[config.mk]
export PLATFORM = sky130hd
export DESIGN_NAME = cf_sqdiv
export DESIGN_NICKNAME = d
export VERILOG_FILES = /design/src/rtl/core/cholesky_factorizer_macros.svh /design/src/rtl/core/cf_pkg.sv /design/src/rtl/core/cf_sqdiv.sv
export SDC_FILE = /design/constraint.sdc
export NUM_CORES = 1
export LEC_CHECK = 0
export BUFFER_PORTS_ARGS = -buffer_cell sky130_fd_sc_hd__buf_2
export CORE_MARGIN = 1.5
export CORE_UTILIZATION = 50
export DETAILED_ROUTE_END_ITERATION = 16
export PLACE_DENSITY = 0.71
export SLEW_MARGIN = 20
export SYNTH_ARGS = -nofsm -noshare
export SYNTH_HDL_FRONTEND = slang
export SYNTH_SLANG_ARGS = --single-unit
[constraint.sdc]
create_clock -name clk -period 4.6 [get_ports clk]
set_input_delay 0.92 -clock clk [delete_from_list [all_inputs] [get_ports clk]]
set_output_delay 0.92 -clock clk [all_outputs]
set_load 0.05 [all_outputs]
[src/rtl/core/cholesky_factorizer_macros.svh]
// assertion macros shared by the cholesky factorizer rtl
`ifndef CHOLESKY_FACTORIZER_MACROS_SVH
`define CHOLESKY_FACTORIZER_MACROS_SVH

// same-cycle implication, clocked on clk, off while arst_n is low
`define CF_ASSERT_IMP(lbl, ante, cons, msg) \
	lbl: assert property (@(posedge clk) disable iff (!arst_n) (ante) |-> (cons)) else $error(msg);

// next-cycle implication, clocked on clk, off while arst_n is low
`define CF_ASSERT_NXT(lbl, ante, cons, msg) \
	lbl: assert property (@(posedge clk) disable iff (!arst_n) (ante) |=> (cons)) else $error(msg);

`endif

[src/rtl/core/cf_pkg.sv]
// types and constants of the cholesky factorizer
package cf_pkg;

	localparam logic [1:0] REQ_LOAD  = 2'd0;
	localparam logic [1:0] REQ_START = 2'd1;
	localparam logic [1:0] REQ_READ  = 2'd2;

	localparam logic UNIT_DIV  = 1'b0;
	localparam logic UNIT_SQRT = 1'b1;

	typedef struct packed {
		logic [1:0]         req_type;
		logic [3:0]         row_index;
		logic [3:0]         col_index;
		logic signed [31:0] cov_value;
	} in_item_t;

	typedef struct packed {
		logic signed [31:0] factor_value;
		logic               not_positive_definite;
	} out_item_t;

	// request to the shared square root / divide unit
	typedef struct packed {
		logic        start;
		logic        op;
		logic [63:0] num;
		logic [31:0] den;
	} unit_req_t;

	typedef struct packed {
		logic        done;
		logic [63:0] result;
	} unit_rsp_t;

endpackage

[src/rtl/core/cf_sqdiv.sv]
// shared iterative unit: 64/32 unsigned divide or 64-bit integer square root
module cf_sqdiv import cf_pkg::*; (
	input  logic      clk,
	input  logic      arst_n,
	input  unit_req_t req,
	output unit_rsp_t rsp
);

	logic [63:0] x_q;
	logic [34:0] rem_q;
	logic [63:0] res_q;
	logic [31:0] den_q;
	logic [6:0]  cnt_q;
	logic        op_q;
	logic        busy_q;
	logic        done_q;

	logic [34:0] cand;
	logic [34:0] trial;
	logic        ge;

	always_comb begin
		if (op_q == UNIT_SQRT) begin
			cand  = {rem_q[32:0], x_q[63:62]};
			trial = {1'b0, res_q[31:0], 2'b01};
		end else begin
			cand  = {rem_q[33:0], x_q[63]};
			trial = {3'b000, den_q};
		end
		ge = (cand >= trial);
	end

	always_ff @(posedge clk or negedge arst_n) begin
		if (!arst_n) begin
			busy_q <= 1'b0;
			done_q <= 1'b0;
			cnt_q  <= '0;
		end else begin
			done_q <= 1'b0;
			if (req.start) begin
				busy_q <= 1'b1;
				cnt_q  <= (req.op == UNIT_SQRT) ? 7'd32 : 7'd64;
			end else if (busy_q) begin
				cnt_q <= cnt_q - 7'd1;
				if (cnt_q == 7'd1) begin
					busy_q <= 1'b0;
					done_q <= 1'b1;
				end
			end
		end
	end

	always_ff @(posedge clk) begin
		if (req.start) begin
			x_q   <= req.num;
			den_q <= req.den;
			op_q  <= req.op;
			rem_q <= '0;
			res_q <= '0;
		end else if (busy_q) begin
			x_q   <= (op_q == UNIT_SQRT) ? {x_q[61:0], 2'b00} : {x_q[62:0], 1'b0};
			rem_q <= ge ? (cand - trial) : cand;
			res_q <= {res_q[62:0], ge};
		end
	end

	assign rsp.done   = done_q;
	assign rsp.result = res_q;

endmodule

==> metrics.yaml, run 1 <==
run_status:
  outcome: "completed"
clock_tree:
  clockBufferDepth: 3
  cts_root_buf: "clkbuf_16"
  cts_htree_levels: 1
  cts-resized-gates: 0
  holdBufCountCts: 0
  cts_tree: "built"
  post-cts-setup-buffers: 0
  path_clk_slew_ns: 0.06
  clk_latency_ns: 0.50
  cts_num_sinks: 204
  cts_inserted_buffers: 23
sta:
  maxSlewHeadroom_pct: 24.7
  fmax_mhz: 259
  finalHoldViolCount: 0
  hold-worst-slack_ns: 0.261
  fin_tns_setup_ns: 0
  worstMarginPinSlew_ns: 1.13
  final.setup.worst_slack_ns: 0.733
  finalMaxSlewViolations: 0
  finalSetupViolations: 0
  period_share_pct: 84.1
  fin_skew_ns: 0.0157
  finalCriticalPeriod_ns: 3.87
  rsz0062_at_grt: "false"
floorplan:
  die_w_microns: 151
  core_sq_um: 21700
  start_util_pct: 50.8
  pin_count: 165
  dieHeight_microns: 151
  dieArea_sq_um: 22900
  rows: 54
power:
  p_int_uw: 4530
  p_clk_share_pct: 27.8
  ir_worst_vdd_mv: 0.336
  power-per-cell-area_nw_per_um2: 544
  p_sw_uw: 2460
  seqPwrFrac_pct: 33.6
  swShare_pct: 35.2
  p_leak_uw: 0.00604
  combPwrFrac_pct: 38.7
global_route:
  grt_overflow: 0
  grt_pass1_vias: 7674
  grt.total_usage_pct: 20.3
  grt_start_max_net_pins: 128
  grt_pass1_wl_microns: 37900
  antenna_found_initial: 0
synth:
  synth-seq-area-share_pct: 46.3
  synth_fp_nets: 1240
  syn_inst: 1103
  syn_area_sq_um: 11000
  ys_warn_count: 0
  synth_edf_count: 97
  async_reset_ff_share_pct: 4.41
  synth.distinct_cells: 68
  synth_seq_cells: 204
  avgSynthCellArea_sq_um: 9.99
  synth-main-ff-cell: "dfxtp_1"
route:
  via_per_inst: 5.51
  drtAntennaViolNets: 0
  dr.pass1.iters: 5
  drc: 0
  wl_per_cell_microns: 15.7
  drt_iter0_markers: 549
  vias: 8465
  wl_microns: 24100
setup_path:
  worst_path_largest_cell_delay_ns: 0.44
  crit_fanout: 38
  cp.required_ns: 5.00
  worstSetupEndpointType: "flip-flop"
  arrival_ns: 4.26
  critPathKind: "flip-flop to flip-flop"
  startpoint_type: "flip-flop"
  cp_cell_sequence: "buf_12, buf_4, mux2_2, ha_1, nand4_1, nor2_1, nand4_1, o21ai_0, o21ai_0, a32oi_2, buf_4, nand2_1, a311oi_1"
  critPathSlowestCell: "ha_1"
final_layout:
  diodes: 0
  layout-area-overhead-vs-synth_pct: 16.7
  final_nets: 1376
  drive_gt1_share_pct: 21.3
placement:
  port_buffers: 164
  place_worst_setup_slack_ns: 0.809
  gp_congestion: 0.904
  dp_hpwl_microns: 16400
hold_path:
  hp-class: "primary input to async pin"
flow_run:
  maxCapViolations: 0
-- synthesized netlist by cell type, types with 6 or more instances --
library cell  number  area (sq um)
a21oi_1           36           180
mux2i_1          159          1590
clkbuf_1          43           161
dfrtp_1            9           225
nand2_1          122           458
a21o_1            15           113
nor2_1           128           480
buf_1             12          45.0
o21ai_0           87           435
mux2_2            32           360
xor2_1            10          87.6
dfxtp_1           98          1960
a211oi_1          13          97.6
buf_4              6          45.0
inv_1             18          67.6
ha_1              36           450
nand3_1           21           105
xnor2_1           14           123
edfxtp_1          97          2910
o21a_1             6          45.0
a31oi_1            8          50.1
nor2b_1            6          37.5
a311oi_1          17           149
nand2b_1           6          37.5
nand4_1            8          50.1
-- logic make-up after synthesis --
logic type	share of synthesized area, %
xor gates and xnor gates	1.91
DFF	46.3
adders and majority gates	4.27
muxes	17.7
and+or+nand+nor	13.1
AOI/OAI and AO/OA	13.4
buffers and inverters	3.35
-- power groups by stage --
stage	registers, uW	logic [uW]	clock network [uW]
2_1_floorplan	2340	2130	0
3_3_place_gp	2370	2630	0
3_5_place_dp	2380	2670	0
4_1_cts	2340	2690	1980
5_1_grt	2370	3010	2060
6_report	2350	2700	1940
-- critical path, delay by kind of cell, from the launching register on --
family                     cells  cell delay (ns)
muxes                          1             0.40
DFF                            1             0.40
AOI/OAI and AO/OA              4             1.02
buffers and inverters          3             0.91
adders and majority gates      1             0.44
and+or+nand+nor                4             0.54
-- cells in the final DEF, fill, tap and decap left out, types with 6 or more instances in the layout --
master	instances
buf_2	163
mux2i_1	159
nor2_1	128
nand2_1	122
dfxtp_1	98
edfxtp_1	97
o21ai_0	87
a21oi_1	36
ha_1	36
mux2_2	32
clkbuf_16	24
nand3_1	21
inv_1	17
a311oi_1	17
a21o_1	15
buf_4	15
xnor2_1	14
a211oi_1	13
xor2_1	10
nand4_1	8
a31oi_1	8
dfrtp_1	8
nor2b_1	6
nand2b_1	6
o21a_1	6
clkbuf_8	6
-- final timing paths --
check,start,to,slack [ns],cells past startpoint
worst min register to register,rem_q[33],rem_q[33],0.49,2
worst max-delay path,op_q,rem_q[13],0.73,13
worst max register to register,op_q,rem_q[13],0.73,13
min in group clk,rem_q[33],rem_q[33],0.49,2
worst min-delay path,arst_n,cnt_q[2],0.26,1
max in group asynchronous,arst_n,busy_q,4.14,1
-- cell type report --
type | count | area [sq um]
Fill cell | 1836 | 8830
Sequential cell | 204 | 5100
Multi-Input combinational cell | 811 | 5550
Clock buffer | 32 | 681
Clock inverter | 10 | 138
Inverter | 19 | 71.3
Tap cell | 280 | 350
Timing Repair Buffer | 180 | 962
-- stage by stage --
step	area, sq um	utilization [%]	power [uW]	instances
after floorplan	11000	-	4470	1103
after global placement	12000	55.5	5000	1494
after detailed placement	12000	55.5	5050	1494
after CTS	12900	59.3	7010	1536
after global routing	12900	59.3	7440	1536
final	12900	59.3	6990	1536
-- routing by layer --
layer  wire, microns  part of all wire (%)  global-route usage, %
met1           11400                    48                   29.8
met2           10900                    45                   32.0
met3            1420                   5.9                   2.81
met4             272                   1.1                   4.27
met5               0                     0                      0
-- state kept, by name, indices dropped and copies added (netlist names) --
name    count
cnt_q       7
busy_q      1
rem_q      34
res_q      64
den_q      32
done_q      1
x_q        64
op_q        1
Power figures use the tool's default switching activity.
==> run 2, diff against run 1 <==
==> constraint.sdc (replaced) <==
create_clock -name clk -period 3.9 [get_ports clk]
set_input_delay 0.78 -clock clk [delete_from_list [all_inputs] [get_ports clk]]
set_output_delay 0.78 -clock clk [all_outputs]
set_load 0.05 [all_outputs]
==> metrics.yaml, run 2 (synthesis results as in run 1) <==
run_status:
  outcome: "completed"
final_layout:
  drive_gt1_share_pct: 21.1
  final_common_cell: "buf_2"
  layout_common_cells: "buf_2 (163), mux2i_1 (159), nor2_1 (128)"
  final_nets: 1381
  multi_input_area_sq_um: 5550
  nFillCells: 1903
  final_area_sq_um: 12900
  seq_area_sq_um: 5100
  diodes: 0
  layout-area-overhead-vs-synth_pct: 16.7
  reg.largest.list: "res_q (64), x_q (64), rem_q (34)"
placement:
  dp_hpwl_microns: 17000
  port_buffers: 164
  gp_congestion: 0.891
  place_area_sq_um: 12100
  place_worst_setup_slack_ns: 0.195
sta:
  finalHoldViolCount: 0
  finalSetupViolations: 0
  rsz0062_at_grt: "false"
  worstMarginPinSlew_ns: 1.01
  fmax_mhz: 278
  finalCriticalPeriod_ns: 3.60
  finalMaxSlewViolations: 0
  maxSlewHeadroom_pct: 32.4
  hold-worst-slack_ns: 0.115
  fin_skew_ns: 0.0108
  final.setup.worst_slack_ns: 0.299
  fin_tns_setup_ns: 0
  period_share_pct: 92.3
global_route:
  grt_pass1_wl_microns: 40000
  met1_usage_pct: 30.0
  antenna_found_initial: 0
  grt_util_met2_pct: 34.6
  grt_pass1_vias: 8132
  grtUsageMet3_pct: 3.50
  grt_overflow: 0
  top_usage_layer: "met2"
  grt_start_max_net_pins: 87
  grt.total_usage_pct: 21.4
setup_path:
  worstSetupEndpointType: "flip-flop"
  reg2reg_slack_ns: 0.30
  r2r-start: "op_q"
  r2r-end: "rem_q[30]"
  reg2regPathDepth: 12
  critPathKind: "flip-flop to flip-flop"
  cp.required_ns: 4.30
  startpoint_type: "flip-flop"
  arrival_ns: 4.00
  crit_fanout: 33
floorplan:
  pin_count: 165
  core_sq_um: 21700
  rows: 54
  dieArea_sq_um: 22900
  start_util_pct: 50.8
  dieHeight_microns: 151
  die_w_microns: 151
route:
  drc: 0
  wl_per_cell_microns: 16.1
  drt_iter0_markers: 539
  via_per_inst: 5.59
  dr.pass1.iters: 5
  wl_microns: 24800
  drtAntennaViolNets: 0
  vias: 8614
flow_run:
  maxCapViolations: 0
clock_tree:
  cts_tree: "built"
  clk_latency_ns: 0.52
  cts_inserted_buffers: 24
  path_clk_slew_ns: 0.06
  cts_num_sinks: 204
  cts_root_buf: "clkbuf_16"
  holdBufCountCts: 0
  cts_htree_levels: 1
  clockBufferDepth: 3
power:
  p_total_uw: 8200
  power-per-cell-area_nw_per_um2: 637
  p_leak_uw: 0.00605
  ir_worst_vdd_mv: 0.452
hold_path:
  hp-class: "primary input to async pin"
## run 2: cell types whose count changed in the layout (fill, tap and decap cells not counted), sizes merged
cell      before  now
clkinvlp       1    0
clkinv         4    9
inv           21   18
buf          179  183
## run 2: worst max-delay path by stage
| stage | from | end | slack (ns) | cells after the start |
|---|---|---|---|---|
| floorplan | op_q | rem_q[1] | 0.12 | 16 |
| global placement | op_q | rem_q[30] | 0.20 | 12 |
| detailed placement | op_q | rem_q[30] | 0.19 | 12 |
| CTS | op_q | rem_q[30] | 0.19 | 12 |
| global route | op_q | rem_q[3] | 0.05 | 12 |
| finish | op_q | rem_q[30] | 0.30 | 12 |
## run 2: worst max-delay path, stage by stage, from the launching register on
cell	delay [ns]
edfxtp_1	0.48
buf_12	0.22
or2_2	0.31
ha_1	0.22
fa_1	0.40
nand2b_1	0.19
a21o_1	0.22
a31oi_1	0.31
o2bb2ai_1	0.24
o211ai_1	0.23
and4_1	0.26
o311ai_1	0.32
nand2_1	0.08
## run 2: area by class of cell
| type | instances | area share (%) |
|---|---|---|
| clock buffers | 32 | 4.98 |
| flip-flops and latches | 204 | 39.7 |
| clock inverters | 11 | 1.07 |
| well taps | 280 | 2.72 |
| multi-input cells | 811 | 43.2 |
| repair buffers | 184 | 7.81 |
| inverters | 19 | 0.554 |
## run 2: report_power, final
group / switching, uW / internal [uW] / total, uW
Combinational: 1850 / 1360 / 3210
Sequential: 203 / 2570 / 2770
Clock: 860 / 1350 / 2210
Total: 2920 / 5280 / 8200
## run 2: per-stage QoR
stage,util (%),cells
after floorplan,-,1103
after global placement,55.7,1498
after detailed placement,55.7,1498
after CTS,59.3,1541
after global routing,59.3,1541
final,59.3,1541
## run 2: layer usage
metal	vias to the layer above	wire length, microns	part of all wire [%]
met5	-	0	0
met3	29	1260	5.1
li1	4306	-	-
met2	222	11700	47
met4	0	391	1.6
met1	4057	11500	46
## run 2: repair_timing
item                                    in CTS  in global routing
setup buffers                                0                  0
endpoints found under the setup margin       0                  2
resized for setup                            0                  2
